[src/csd_pkg.sv]
// Shared types and constants for the charge stall detector.
// Used by csd_cfg_regs, csd_eval and charge_stall_detector; no dependencies.
`timescale 1ns / 1ps
`default_nettype none
package csd_pkg;

  localparam int unsigned PctW  = 7;
  localparam int unsigned TimeW = 32;
  localparam int unsigned WinW  = 27;
  localparam int unsigned ByteW = 8;
  localparam int unsigned CfgIdxW = 2;
  localparam int unsigned CfgDataW = WinW;

  localparam logic [ByteW-1:0] CHARGING_MASK = 8'h30;
  localparam logic [ByteW-1:0] MODE_RETURN   = 8'd4;
  localparam logic [ByteW-1:0] MODE_DOCKING  = 8'd5;

  typedef enum logic [CfgIdxW-1:0] {
    CFG_PCT_LOW  = 2'd0,
    CFG_PCT_HIGH = 2'd1,
    CFG_RISE     = 2'd2,
    CFG_WINDOW   = 2'd3
  } cfg_reg_e;

  localparam logic [PctW-1:0] PCT_LOW_RST  = 7'd1;
  localparam logic [PctW-1:0] PCT_HIGH_RST = 7'd60;
  localparam logic [PctW-1:0] RISE_RST     = 7'd2;
  localparam logic [WinW-1:0] WINDOW_RST   = 27'd1200000;

  typedef struct packed {
    logic [PctW-1:0] pct_low;
    logic [PctW-1:0] pct_high;
    logic [PctW-1:0] rise_limit;
    logic [WinW-1:0] window_ms;
  } cfg_t;

  typedef struct packed {
    logic              data_fresh;
    logic [TimeW-1:0]  time_ms;
    logic [PctW-1:0]   charge_pct;
    logic [ByteW-1:0]  dock_status;
    logic [ByteW-1:0]  robot_mode;
  } tick_t;

  typedef struct packed {
    logic [TimeW-1:0] window_start;
    logic [PctW-1:0]  start_percent;
    logic             error_flag;
    logic             window_idle;
  } det_state_t;

endpackage
`default_nettype wire

[src/csd_cfg_regs.sv]
// Configuration register file for the charge stall detector.
// Depends on csd_pkg.
`timescale 1ns / 1ps
`default_nettype none
module csd_cfg_regs (
  input  wire logic                          clk,
  input  wire logic                          rst_n,
  input  wire logic                          wr_en,
  input  wire logic [csd_pkg::CfgIdxW-1:0]   wr_index,
  input  wire logic [csd_pkg::CfgDataW-1:0]  wr_data,
  output csd_pkg::cfg_t                      cfg
);
  import csd_pkg::*;

  cfg_t cfg_r, cfg_nxt;

  always_comb begin
    cfg_nxt = cfg_r;
    if (wr_en) begin
      unique case (cfg_reg_e'(wr_index))
        CFG_PCT_LOW:  cfg_nxt.pct_low    = wr_data[PctW-1:0];
        CFG_PCT_HIGH: cfg_nxt.pct_high   = wr_data[PctW-1:0];
        CFG_RISE:     cfg_nxt.rise_limit = wr_data[PctW-1:0];
        CFG_WINDOW:   cfg_nxt.window_ms  = wr_data[WinW-1:0];
        default:      cfg_nxt = cfg_r;
      endcase
    end
  end

  always_ff @(posedge clk) begin
    if (!rst_n) begin
      cfg_r.pct_low    <= PCT_LOW_RST;
      cfg_r.pct_high   <= PCT_HIGH_RST;
      cfg_r.rise_limit <= RISE_RST;
      cfg_r.window_ms  <= WINDOW_RST;
    end else begin
      cfg_r <= cfg_nxt;
    end
  end

  assign cfg = cfg_r;

endmodule
`default_nettype wire

[src/csd_eval.sv]
// Per-tick decision logic: next detector state and reported error flag.
// Purely combinational; depends on csd_pkg.
`timescale 1ns / 1ps
`default_nettype none
module csd_eval (
  input  csd_pkg::cfg_t       cfg,
  input  csd_pkg::tick_t      tick,
  input  csd_pkg::det_state_t cur,
  output csd_pkg::det_state_t nxt,
  output logic                err
);
  import csd_pkg::*;

  logic             charging;
  logic             clear_mode;
  logic             in_band;
  logic [TimeW-1:0] start_eff;
  logic [PctW-1:0]  start_pct_eff;
  logic [TimeW-1:0] elapsed;
  logic             expired;
  logic signed [PctW:0] rise;
  logic             stalled;

  assign charging   = (tick.dock_status & CHARGING_MASK) != '0;
  assign clear_mode = (tick.robot_mode == MODE_RETURN) || (tick.robot_mode == MODE_DOCKING);
  assign in_band    = (cfg.pct_low <= tick.charge_pct) &&
                      (tick.charge_pct <= cfg.pct_high);

  // An idle window opens at this tick.
  assign start_eff     = cur.window_idle ? tick.time_ms : cur.window_start;
  assign start_pct_eff = cur.window_idle ? tick.charge_pct : cur.start_percent;
  assign elapsed       = tick.time_ms - start_eff;
  assign expired       = elapsed >= {{(TimeW-WinW){1'b0}}, cfg.window_ms};
  assign rise          = $signed({1'b0, tick.charge_pct}) - $signed({1'b0, start_pct_eff});
  assign stalled       = rise <= $signed({1'b0, cfg.rise_limit});

  always_comb begin
    nxt = cur;
    priority if (clear_mode) begin
      nxt.window_start  = tick.time_ms;
      nxt.start_percent = tick.charge_pct;
      nxt.error_flag    = 1'b0;
      nxt.window_idle   = 1'b1;
    end else if (!cur.error_flag && charging) begin
      if (in_band) begin
        nxt.window_start  = start_eff;
        nxt.start_percent = start_pct_eff;
        nxt.window_idle   = 1'b0;
        if (expired) begin
          nxt.error_flag  = stalled;
          nxt.window_idle = 1'b1;
        end
      end else begin
        nxt.error_flag  = 1'b0;
        nxt.window_idle = 1'b1;
      end
    end else begin
      nxt.window_start  = tick.time_ms;
      nxt.start_percent = tick.charge_pct;
      nxt.window_idle   = 1'b1;
    end
  end

  assign err = nxt.error_flag;

endmodule
`default_nettype wire

[src/charge_stall_detector.sv]
// Charge stall detector top level: input register, decision logic, result register.
// Tick and result each registered; 1 tick per cycle while out_ready does not stall.
// Stale ticks (data_fresh low) pass the input register and are dropped, giving no result.
// Reset (rst_n low, synchronous) empties both registers, closes the window, clears
// the error and loads the configuration defaults.
// Depends on csd_pkg, csd_cfg_regs and csd_eval.
`timescale 1ns / 1ps
`default_nettype none
module charge_stall_detector (
  input  wire logic                          clk,
  input  wire logic                          rst_n,
  // tick input channel
  input  wire logic                          in_valid,
  output logic                               in_ready,
  input  wire logic                          in_data_fresh,
  input  wire logic [csd_pkg::TimeW-1:0]     in_time_ms,
  input  wire logic [csd_pkg::PctW-1:0]      in_charge_pct,
  input  wire logic [csd_pkg::ByteW-1:0]     in_dock_status,
  input  wire logic [csd_pkg::ByteW-1:0]     in_robot_mode,
  // result channel
  output logic                               out_valid,
  input  wire logic                          out_ready,
  output logic                               out_charge_error,
  // configuration write channel
  input  wire logic                          cfg_valid,
  output logic                               cfg_ready,
  input  wire logic [csd_pkg::CfgIdxW-1:0]   cfg_index,
  input  wire logic [csd_pkg::CfgDataW-1:0]  cfg_data
);
  import csd_pkg::*;

  cfg_t       cfg;
  tick_t      tick_r;
  logic       tick_valid_r, tick_valid_nxt;
  det_state_t state_r, state_nxt;
  det_state_t eval_state;
  logic       eval_err;
  logic       out_valid_r, out_valid_nxt;
  logic       out_err_r;
  logic       advance;
  logic       emit;
  logic       in_fire;

  // Configuration writes are always taken.
  assign cfg_ready = 1'b1;

  csd_cfg_regs u_cfg (
    .clk      (clk),
    .rst_n    (rst_n),
    .wr_en    (cfg_valid),
    .wr_index (cfg_index),
    .wr_data  (cfg_data),
    .cfg      (cfg)
  );

  csd_eval u_eval (
    .cfg  (cfg),
    .tick (tick_r),
    .cur  (state_r),
    .nxt  (eval_state),
    .err  (eval_err)
  );

  // The held tick moves on when the result register is free or being drained.
  // A stale tick needs no result slot, so it always moves on.
  assign emit     = tick_valid_r && tick_r.data_fresh;
  assign advance  = tick_valid_r && (!tick_r.data_fresh || !out_valid_r || out_ready);
  assign in_ready = !tick_valid_r || advance;
  assign in_fire  = in_valid && in_ready;

  always_comb begin
    tick_valid_nxt = tick_valid_r;
    if (in_fire) begin
      tick_valid_nxt = 1'b1;
    end else if (advance) begin
      tick_valid_nxt = 1'b0;
    end
  end

  // Advance detector state only for fresh ticks; stale ticks change nothing.
  always_comb begin
    state_nxt = state_r;
    if (advance && emit) begin
      state_nxt = eval_state;
    end
  end

  always_comb begin
    out_valid_nxt = out_valid_r;
    if (advance && emit) begin
      out_valid_nxt = 1'b1;
    end else if (out_ready) begin
      out_valid_nxt = 1'b0;
    end
  end

  always_ff @(posedge clk) begin
    if (!rst_n) begin
      tick_valid_r          <= 1'b0;
      out_valid_r           <= 1'b0;
      state_r.window_start  <= '0;
      state_r.start_percent <= '0;
      state_r.error_flag    <= 1'b0;
      state_r.window_idle   <= 1'b1;
    end else begin
      tick_valid_r <= tick_valid_nxt;
      out_valid_r  <= out_valid_nxt;
      state_r      <= state_nxt;
    end
  end

  // Payload registers: capture on transaction, hold otherwise.
  always_ff @(posedge clk) begin
    if (in_fire) begin
      tick_r.data_fresh  <= in_data_fresh;
      tick_r.time_ms     <= in_time_ms;
      tick_r.charge_pct  <= in_charge_pct;
      tick_r.dock_status <= in_dock_status;
      tick_r.robot_mode  <= in_robot_mode;
    end
    if (advance && emit) begin
      out_err_r <= eval_err;
    end
  end

  assign out_valid        = out_valid_r;
  assign out_charge_error = out_err_r;

endmodule
`default_nettype wire
[config.mk]
export PLATFORM = sky130hd
export DESIGN_NAME = charge_stall_detector
export DESIGN_NICKNAME = d
export VERILOG_FILES = /design/src/csd_pkg.sv /design/src/csd_cfg_regs.sv /design/src/csd_eval.sv /design/src/charge_stall_detector.sv
export SDC_FILE = /design/constraint.sdc
export NUM_CORES = 1
export LEC_CHECK = 0
export BUFFER_PORTS_ARGS = -buffer_cell sky130_fd_sc_hd__buf_2
export CAP_MARGIN = 10
export CORE_UTILIZATION = 46
export CTS_CLUSTER_SIZE = 28
export DETAILED_ROUTE_END_ITERATION = 16
export SYNTH_ARGS = -nofsm -noshare
export SYNTH_HDL_FRONTEND = slang
export SYNTH_HIERARCHICAL = 1
export SYNTH_SLANG_ARGS = --single-unit
[constraint.sdc]
create_clock -name clk -period 6.1 [get_ports clk]
set_input_delay 1.83 -clock clk [delete_from_list [all_inputs] [get_ports clk]]
set_output_delay 1.83 -clock clk [all_outputs]
set_load 0.02 [all_outputs]
Word level (Yosys, flattened, before mapping)
Cells that the tools add are included.
{"block": "classes", "magnitude_cmp": 4, "n_addsub": 2, "eq_ne": 6, "n_reduce_logical": 23, "mux": 13}
{"operator": "39-bit 2-to-1 mux", "count": 2}
{"operator": "41-bit 2-to-1 mux", "count": 1}
{"operator": "32-bit by 27-bit greater-or-equal comparator with 1-bit output", "count": 1}
{"operator": "32-bit 2-to-1 mux", "count": 1}
{"operator": "32-bit subtractor", "count": 1}
{"operator": "8-bit by 3-bit == test with 1-bit output, second input constant", "count": 2}
{"operator": "7-bit less-or-equal comparator", "count": 2}
{"operator": "2-bit AND reduction", "count": 5}
{"operator": "8-bit less-or-equal comparator", "count": 1}
{"operator": "8-bit nonzero test", "count": 1}
{"operator": "7-bit by 7-bit subtractor with 8-bit output", "count": 1}
{"operator": "7-bit 2-to-1 mux", "count": 1}
{"operator": "1-bit logical AND", "count": 6}
{"operator": "1-bit 2-to-1 mux", "count": 6}
{"operator": "2-bit == test, second input constant", "count": 2}
{"operator": "1-bit logical NOT", "count": 4}
{"operator": "1-bit logical OR", "count": 4}
{"operator": "2-bit 2-to-1 mux", "count": 2}
{"operator": "2-bit nonzero test", "count": 2}
{"operator": "3-bit by 1-bit inequality test with 1-bit output, second input constant", "count": 1}
{"operator": "2-bit by 1-bit == test with 1-bit output, second input constant", "count": 1}
{"operator": "2-bit logical NOT", "count": 1}
{"block": "totals", "ff_bits": 146}

Longest topological paths before layout
Gate-level depths: netlist of run 1.
{"block": "logic_depth", "ltp_word": 7, "mapped_depth": 26, "mapped_depth_nobuf": 23}

Modules after synthesis
Netlist of run 1, hierarchy kept.
{"module": "csd_eval", "instances": 1, "seq_area_each_um2": 0.0, "cells_per_inst": 548, "area_per_inst_um2": 4159.0}
{"module": "charge_stall_detector", "instances": 1, "seq_area_each_um2": 2572.5, "cells_per_inst": 247, "area_per_inst_um2": 3497.1}
{"module": "csd_cfg_regs", "instances": 1, "seq_area_each_um2": 960.9, "cells_per_inst": 201, "area_per_inst_um2": 1899.3}

Worst setup path after synthesis of run 1
OpenSTA, ideal clock, no wires.
{"block": "synth_timing", "kind": "input -> register", "start": "in out_ready", "end": "reg tick_r[0] (netlist bit), enable pin", "path_slack_ns": 0.851, "required_time_ns": 5.597, "arrival_ns": 4.745, "setup_time_ns": 0.503, "path_stages": 2, "path_cell_list": "nor2b_4 -> a31oi_1"}
{"block": "synth_via", "elab_chain_len": 4}
{"item": "from (decl)", "line": "charge_stall_detector.sv:22", "text": "input wire logic out_ready,"}
{"item": "1-bit logical OR", "line": "charge_stall_detector.sv:67", "text": "assign advance = tick_valid_r && (!tick_r.data_fresh || !out_valid_r || out_ready);"}
{"item": "1-bit logical AND", "line": "charge_stall_detector.sv:67"}
{"item": "1-bit logical OR", "line": "charge_stall_detector.sv:68", "text": "assign in_ready = !tick_valid_r || advance;"}
{"item": "1-bit logical AND", "line": "charge_stall_detector.sv:69", "text": "assign in_fire = in_valid && in_ready;"}
{"item": "named net in_fire", "line": "charge_stall_detector.sv:42", "text": "logic in_fire;"}
{"item": "to (decl)", "line": "charge_stall_detector.sv:33", "text": "tick_t tick_r;"}
The timed path passes the listed nets, and every way through them passes these cells.
A chain may end at the register's enable or synchronous reset.

Final worst setup path of run 1
{"block": "layout_timing", "start": "reg state_r[0] (netlist bit)", "end": "reg state_r[1] (netlist bit)"}
{"block": "layout_via", "elab_chain_len": 7, "word_cells_on_any_way": 10, "cone_classes": "add/sub: 2; order compare: 2; mux: 6"}
{"item": "from (decl)", "line": "charge_stall_detector.sv:35", "text": "det_state_t state_r, state_nxt;"}
{"item": "from (signal assigned)", "line": "charge_stall_detector.sv:108", "text": "state_r <= state_nxt;"}
{"item": "32-bit 2-to-1 mux / 7-bit 2-to-1 mux (equally long branches)", "line": "csd_eval.sv:30, csd_eval.sv:31"}
{"item": "32-bit subtractor / 7-bit by 7-bit subtractor with 8-bit output (equally long branches)", "line": "csd_eval.sv:32, csd_eval.sv:34"}
{"item": "32-bit by 27-bit greater-or-equal comparator with 1-bit output / 8-bit less-or-equal comparator (equally long branches)", "line": "csd_eval.sv:33, csd_eval.sv:35"}
{"item": "2-bit 2-to-1 mux (*)", "line": "csd_eval.sv:49", "text": "if (expired) begin"}
{"item": "2-bit 2-to-1 mux (*)", "line": "csd_eval.sv:45", "text": "if (in_band) begin"}
{"item": "1-bit 2-to-1 mux (*)", "line": "csd_eval.sv:44", "text": "end else if (!cur.error_flag && charging) begin"}
{"item": "41-bit 2-to-1 mux (*)", "line": "csd_eval.sv:39", "text": "priority if (clear_mode) begin"}
{"item": "named net eval_err", "line": "charge_stall_detector.sv:37", "text": "logic eval_err;"}
The timed path passes the listed nets; every way through them passes the cells marked *.

==> results.toml, run 1 <==
[placement]
dp_slack_ps = 726
io_buffer_count = 85
hpwl_um = 14600
gp_congestion = 0.871

[die]
rows = 51
pin_count = 94
die_w_um = 145
start_util = 0.474
coreArea_mm2 = 0.0197
die_area_mm2 = 0.0209
die_h_um = 145

[drt]
firstDrtPassIters = 4
wl_per_cell_um = 14.8
ant_nets = 0
wl_um = 19600
dr_total_vias = 6993
drcViolationCount = 0
via_per_inst = 5.27
dr.first_iter.drc_count = 267

[layout]
syn_to_final_growth_pct = 11.5
n_antenna_cell = 0
multi_input_area_mm2 = 0.00545
layout-drive-gt1-share = 0.132
finalCoreUtilization = 0.529
nFillCells = 1827
regArea_mm2 = 0.00332
fin_nets = 1228

[sta]
setup_viol = 0
max_freq_mhz = 187
min_period_over_period = 0.879
whs_ps = 458
hold_viol_final = 0
slew_viol_final = 0
relSlewSlack = 0.246
fin_crit_ps = 5360
timing.final.ws_setup_ps = 740
finClkSkew_ps = 12.4
grt_setup_unrepaired = "no"
max_slew.worst_pin.slew_ps = 1130
setup_tns_ps = 0

[worst_hold_path]
hold_class = "reg -> reg"

[global_route]
grt_usage = 0.200
grt_pass1_vias = 6512
antenna_found_initial = 0
grt_pass1_wl_um = 32000
overflow = 0
grt_max_degree = 102

[synthesis]
avgSynthCellArea_um2 = 9.45
syn-num-nets = 1168
yosys_warnings = 6
synthesis.area_mm2 = 0.00935
syn-instance-count = 989

[clock_network]
cts.clk_slew.worst_paths_ps = 70
clk_latency_ps = 440
postCtsHoldBufs = 0
cts_resized = 0
post_cts_buffers = 0
cts_tree = "yes"
cts_buffers = 17
htreeDepth = 4
cts_num_sinks = 141
root_buffer = "clkbuf_16"
cts_max_path_buffers = 2

[power]
power.density_mw_per_mm2 = 260
total_power_w = 0.00272
max-vdd-ir-drop_v = 0.000212
power.leakage_nw = 4.70

[outcome]
status = "finished clean"

[flow_run]
cap_viol_max_count = 0

[setup_path]
cp_max_fo = 11
crit_required_ps = 6380
path_class = "reg -> reg"
endpoint_kind = "flip-flop"
r2r_setup_slack_ps = 740
critPathArrivalTime_ps = 5640
startpoint_type = "flip-flop"
[final timing paths]
| path | from | end | cells after the start |
|---|---|---|---|
| worst min-delay path | u_cfg/cfg[21] | u_cfg/cfg[21] | 2 |
| worst max-delay path | state_r[0] | state_r[1] | 22 |
| worst max register to register | state_r[0] | state_r[1] | 22 |
| worst min register to register | u_cfg/cfg[21] | u_cfg/cfg[21] | 2 |
[power breakdown]
part / leakage [nW] / switching [W] / internal (W)
sequential: 1.23 / 0.0000323 / 0.00102
combinational: 3.19 / 0.000354 / 0.000287
clock: 0.284 / 0.000449 / 0.000574
[area by class of cell]
cell class                 count  area share
multi-input combinational    724       0.522
sequential                   141       0.319
timing repair buffer          90      0.0447
clock buffer                  17      0.0408
tap                          265      0.0318
inverter                      75      0.0270
clock inverter                15      0.0143
[registers in the layout, indices dropped and copies added, names as in the netlist]
name / flops
tick_valid_r: 1
state_r: 41
u_cfg/cfg: 48
out_valid: 1
tick_r: 49
out_charge_error: 1
[critical path, cell delays in order (launching register included)]
cell	delay, ps
dfxtp_2	570
buf_4	300
mux2i_1	150
fa_1	470
a211oi_1	310
o21ai_1	150
a21o_2	240
a32o_1	250
a21o_1	180
a21oi_1	210
o21ai_1	110
xor2_1	160
ha_1	280
o21a_1	160
o21ai_0	300
o221ai_1	180
nor4_1	260
nand3_1	110
a211oi_1	270
and4b_1	290
o22ai_1	110
nand2_1	70
mux2i_1	70
[cells in the final DEF, fill, tap and decap left out, types with 7 or more instances in the layout]
cell / instances
a211oi_1: 7
a21o_1: 12
a21oi_1: 43
buf_2: 84
clkbuf_16: 17
dfxtp_1: 90
edfxtp_1: 50
ha_1: 87
inv_1: 75
inv_6: 7
mux2_1: 39
mux2i_1: 112
nand2_1: 156
nand3_1: 14
nand4_1: 23
nor2_1: 40
nor2b_1: 8
nor3_1: 12
o211ai_1: 15
o21a_1: 16
o21ai_0: 16
o21ai_1: 9
xnor2_1: 20
xor2_1: 11
[per-stage QoR]
step,cells,cell area [um2]
2_1_floorplan,989,9350
3_3_place_gp,1295,9850
3_5_place_dp,1295,9850
4_1_cts,1327,10400
5_1_grt,1327,10400
6_report,1327,10400
[routing by layer]
| layer | part of all wire | up-vias | global-route usage |
|---|---|---|---|
| met5 | 0 | - | 0 |
| met4 | 0.021 | 0 | 0.0715 |
| met3 | 0.030 | 22 | 0.0374 |
| met2 | 0.47 | 111 | 0.336 |
| met1 | 0.48 | 3220 | 0.254 |
| li1 | - | 3640 | - |
No activity file was read; power rests on OpenSTA's default activity.
==> run 2, diff against run 1 <==
--- a/config.mk
+++ b/config.mk
@@ -7,6 +7,7 @@
 export LEC_CHECK = 0
 export BUFFER_PORTS_ARGS = -buffer_cell sky130_fd_sc_hd__buf_2
 export CAP_MARGIN = 10
+export CORE_ASPECT_RATIO = 0.6
 export CORE_UTILIZATION = 46
 export CTS_CLUSTER_SIZE = 28
 export DETAILED_ROUTE_END_ITERATION = 16
==> results.toml, run 2 (synthesis results as in run 1) <==
[outcome]
status = "finished clean"

[die]
pin_count = 94
die_w_um = 186
coreArea_mm2 = 0.0195
start_util = 0.480
die_h_um = 112
die_area_mm2 = 0.0209
rows = 39

[setup_path]
endpoint_kind = "flip-flop"
path_class = "reg -> reg"
critPathArrivalTime_ps = 5530
crit_slowest_cell = "dfxtp_2"
cp_max_fo = 6
slowest_delay_ps = 470
timing.rr.start = "state_r[0]"
ff2ff_path_depth = 23
r2r_setup_slack_ps = 850
path_cells = "mux2_2, ha_1, inv_1, fa_1, a211oi_1, o21ai_1, a21o_2, a32o_1, a21o_1, a21oi_1, o21ai_1, xor2_1, ha_1, o21a_1, o21ai_0, o221ai_1, nor4_1, nand3_1, a211oi_1, and4b_1, o22ai_1, nand2_1, mux2i_1"
startpoint_type = "flip-flop"
r2r_end = "state_r[1]"
crit_required_ps = 6380

[layout]
n_antenna_cell = 0
largest_register = "tick_r"
layout_commonest_cell = "nand2_1"
syn_to_final_growth_pct = 11.4
fin_nets = 1229
layout-drive-gt1-share = 0.130
final_cell_mix = "156 x nand2_1, 112 x mux2i_1, 90 x dfxtp_1"
top_regs = "tick_r: 49 flops, u_cfg/cfg: 48 flops, state_r: 41 flops"
largest_reg_flops = 49
final_cells = 1329

[global_route]
grt_usage = 0.214
grt_pass1_wl_um = 34300
grt_max_degree = 108
overflow = 0
grt_pass1_vias = 6481
antenna_found_initial = 0

[drt]
firstDrtPassIters = 5
dr.first_iter.drc_count = 582
wl_um = 21300
drcViolationCount = 0
wl_per_cell_um = 16.0
ant_nets = 0
dr_total_vias = 7076
via_per_inst = 5.32

[clock_network]
cts_resized = 0
cts_num_sinks = 141
cts.clk_slew.worst_paths_ps = 60
clk_latency_ps = 430
postCtsHoldBufs = 0
cts_buffers = 17
htreeDepth = 4
cts_max_path_buffers = 2
root_buffer = "clkbuf_16"
cts_tree = "yes"
post_cts_buffers = 0

[sta]
hold_viol_final = 0
max_freq_mhz = 190
setup_viol = 0
max_slew.worst_pin.slew_ps = 1130
finClkSkew_ps = 8.94
slew_viol_final = 0
grt_setup_unrepaired = "no"
relSlewSlack = 0.250
min_period_over_period = 0.861
timing.final.ws_setup_ps = 846
setup_tns_ps = 0
fin_crit_ps = 5250

[power]
sw_frac_of_total = 0.301
total_power_w = 0.00270
clkPwrFrac = 0.368
power.leakage_nw = 4.69
power.density_mw_per_mm2 = 260
seq_power_share = 0.389
internal_power_w = 0.00189
p_comb_frac = 0.244
power.switching_w = 0.000815
max-vdd-ir-drop_v = 0.000246

[worst_hold_path]
min_path_cells = 2
hold_class = "reg -> reg"
min_to = "u_cfg/cfg[35]"
hold_start = "u_cfg/cfg[35]"

[placement]
placed_cells = 1297
gp_congestion = 0.913
dp_slack_ps = 972
hpwl_um = 15800
io_buffer_count = 85

[flow_run]
cap_viol_max_count = 0
==> run 2: cell count changes in the layout (fill, tap and decap cells not counted), sizes merged <==
cell,previous run,this run
clkinv,4,6
buf,90,91
clkbuf,17,22
inv,84,77
==> run 2: power by group through the flow <==
stage | registers [W] | logic, W | clock network (W)
after floorplan | 0.00106 | 0.000508 | 0
after global placement | 0.00107 | 0.000647 | 0
after detailed placement | 0.00107 | 0.000652 | 0
after CTS | 0.00105 | 0.000657 | 0.00102
after global routing | 0.00106 | 0.000738 | 0.00106
final | 0.00105 | 0.000659 | 0.000995
==> run 2: worst max-delay path: cells and delay by family (launching register included) <==
family | cells | cell delay (ps)
AO/OA/AOI/OAI | 12 | 2570
adder cells (fa/ha/maj) | 3 | 870
AND/OR/NAND/NOR | 4 | 690
flip-flops | 1 | 470
multiplexers | 2 | 290
XOR/XNOR | 1 | 150
buffers and inverters | 1 | 60
==> run 2: layout make-up <==
| type | count | area (um2) |
|---|---|---|
| repair buffers | 91 | 473 |
| inverters | 75 | 282 |
| clock buffers | 22 | 464 |
| flip-flops and latches | 141 | 3320 |
| fillers | 1797 | 9060 |
| well taps | 266 | 333 |
| clock inverters | 10 | 90.1 |
| multi-input cells | 724 | 5450 |
==> run 2: metrics by stage <==
step	util	hold WS [ps]	instance area, um2
floorplan	-	435	9350
global placement	0.506	444	9860
detailed placement	0.506	452	9860
CTS	0.535	461	10400
global route	0.535	477	10400
finish	0.535	456	10400
==> run 2: worst max path at each step <==
stage | start | endpoint | slack [ps] | cells after the start
6_report | state_r[0] | state_r[1] | 850 | 23
4_1_cts | state_r[0] | state_r[0] | 940 | 22
3_3_place_gp | state_r[0] | state_r[0] | 990 | 22
3_5_place_dp | state_r[0] | state_r[0] | 970 | 22
5_1_grt | state_r[0] | state_r[0] | 440 | 23
2_1_floorplan | state_r[0] | state_r[1] | 1000 | 26
==> run 2: layer usage <==
metal	share of wire	vias up	global-route usage	routed length, um
met1	0.55	3254	0.337	11800
met3	0.050	18	0.0483	1060
met4	0.011	0	0.0525	230
met5	0	-	0	0
met2	0.38	159	0.286	8210
li1	-	3645	-	-
==> run 3, diff against run 2 <==
--- a/config.mk
+++ b/config.mk
@@ -11,6 +11,7 @@
 export CORE_UTILIZATION = 46
 export CTS_CLUSTER_SIZE = 28
 export DETAILED_ROUTE_END_ITERATION = 16
+export PLACE_DENSITY_LB_ADDON = 0.15
 export SYNTH_ARGS = -nofsm -noshare
 export SYNTH_HDL_FRONTEND = slang
 export SYNTH_HIERARCHICAL = 1
==> results.toml, run 3 (synthesis results as in run 1) <==
[setup_path]
path_cells = "buf_4, mux2i_1, ha_1, a211oi_1, o21ai_1, a21o_2, a32o_1, a21o_1, a21oi_1, o21ai_1, xor2_1, ha_1, o21a_1, o21ai_0, o221ai_1, nor4_1, nand3_1, a211oi_1, and4b_1, nand3_1, inv_1, o311ai_1"
critPathArrivalTime_ps = 5490
crit_buf_inv = 2
crit_required_ps = 6350
crit_slowest_cell = "dfxtp_2"
slowest_delay_ps = 410
startpoint_type = "flip-flop"
cp_max_fo = 13
path_class = "reg -> reg"
endpoint_kind = "flip-flop"
path_delay_family = "compound AO/OA/AOI/OAI gates"

[clock_network]
htreeDepth = 4
cts_resized = 0
cts_max_path_buffers = 2
postCtsHoldBufs = 0
cts.clk_slew.worst_paths_ps = 60
cts_buffers = 17
clk_latency_ps = 430
cts_tree = "yes"
cts_num_sinks = 141
root_buffer = "clkbuf_16"
post_cts_buffers = 0

[sta]
setup_viol = 0
max_freq_mhz = 191
min_period_over_period = 0.861
finClkSkew_ps = 10.5
setup_tns_ps = 0
fin_crit_ps = 5250
max_slew.worst_pin.slew_ps = 1180
timing.final.ws_setup_ps = 851
hold_viol_final = 0
slew_viol_final = 0
grt_setup_unrepaired = "no"
relSlewSlack = 0.215

[power]
p_comb_frac = 0.243
seq_power_share = 0.384
power.leakage_nw = 4.70
power.switching_w = 0.000827
clkPwrFrac = 0.373
sw_frac_of_total = 0.302
internal_power_w = 0.00191
power.density_mw_per_mm2 = 262
max-vdd-ir-drop_v = 0.000206

[layout]
n_antenna_cell = 0
largest_reg_flops = 49
top_regs = "tick_r: 49 flops, u_cfg/cfg: 48 flops, state_r: 41 flops"
layout-drive-gt1-share = 0.130
fin_nets = 1230
final_cell_mix = "156 x nand2_1, 112 x mux2i_1, 90 x dfxtp_1"
largest_register = "tick_r"
syn_to_final_growth_pct = 11.7
layout_commonest_cell = "nand2_1"

[drt]
drcViolationCount = 0
wl_um = 21600
dr.first_iter.drc_count = 461
wl_per_cell_um = 16.2
dr_total_vias = 7068
ant_nets = 0
firstDrtPassIters = 5
via_per_inst = 5.31

[global_route]
grt_max_degree = 110
overflow = 0
antenna_found_initial = 0
grt_pass1_vias = 6574
grt_pass1_wl_um = 34600
grt_usage = 0.215

[worst_hold_path]
hold_class = "reg -> reg"

[flow_run]
cap_viol_max_count = 0

[die]
die_w_um = 186
start_util = 0.480
pin_count = 94
die_h_um = 112
coreArea_mm2 = 0.0195
die_area_mm2 = 0.0209
rows = 39

[placement]
gp_congestion = 0.879
io_buffer_count = 85
dp_slack_ps = 940
hpwl_um = 15900

[outcome]
status = "finished clean"
## run 3: cell count changes in the layout (fill, tap and decap cells not counted), sizes merged
cell	delta
bufinv	+1
clkbuf	-4
clkinv	+3
buf	+1
## run 3: worst register-to-register path, stage by stage, from the launching register on
cell	delay, ps
dfxtp_2	410
buf_4	290
mux2i_1	230
ha_1	320
a211oi_1	350
o21ai_1	150
a21o_2	240
a32o_1	250
a21o_1	180
a21oi_1	260
o21ai_1	130
xor2_1	160
ha_1	270
o21a_1	160
o21ai_0	300
o221ai_1	180
nor4_1	240
nand3_1	100
a211oi_1	270
and4b_1	270
nand3_1	80
inv_1	110
o311ai_1	120
## run 3: final cells by class
class / instances / area, um2
clock inverters: 14 / 145
fillers: 1800 / 9030
inverters: 75 / 282
multi-input cells: 724 / 5450
repair buffers: 92 / 480
well taps: 266 / 333
clock buffers: 18 / 429
flip-flops and latches: 141 / 3320
## run 3: worst paths after layout
| check | start | endpoint | slack, ps | cells after the start |
|---|---|---|---|---|
| worst min-delay path | u_cfg/cfg[40] | u_cfg/cfg[40] | 460 | 2 |
| worst max-delay path | state_r[0] | state_r[0] | 850 | 22 |
| worst max register to register | state_r[0] | state_r[0] | 850 | 22 |
| worst min register to register | u_cfg/cfg[40] | u_cfg/cfg[40] | 460 | 2 |
## run 3: routing by layer
metal	track usage	vias up	part of all wire
met4	0.0568	0	0.012
met2	0.292	139	0.39
met5	0	-	0
li1	-	3649	-
met3	0.0493	20	0.049
met1	0.334	3260	0.55
## run 3: power by group through the flow
stage / sequential [W] / combinational, W / clock, W
finish: 0.00105 / 0.000664 / 0.00102
global route: 0.00106 / 0.000738 / 0.00109
CTS: 0.00105 / 0.000662 / 0.00105
detailed placement: 0.00107 / 0.000656 / 0
global placement: 0.00107 / 0.000647 / 0
floorplan: 0.00106 / 0.000508 / 0
## run 3: per-stage QoR
step	area, um2	hold slack, ps	util	power [W]	cells
6_report	10400	459	0.536	0.00274	1330
5_1_grt	10400	470	0.536	0.00289	1330
4_1_cts	10400	462	0.536	0.00276	1330
3_5_place_dp	9860	451	0.507	0.00173	1298
3_3_place_gp	9860	444	0.507	0.00172	1298
2_1_floorplan	9350	435	-	0.00157	989
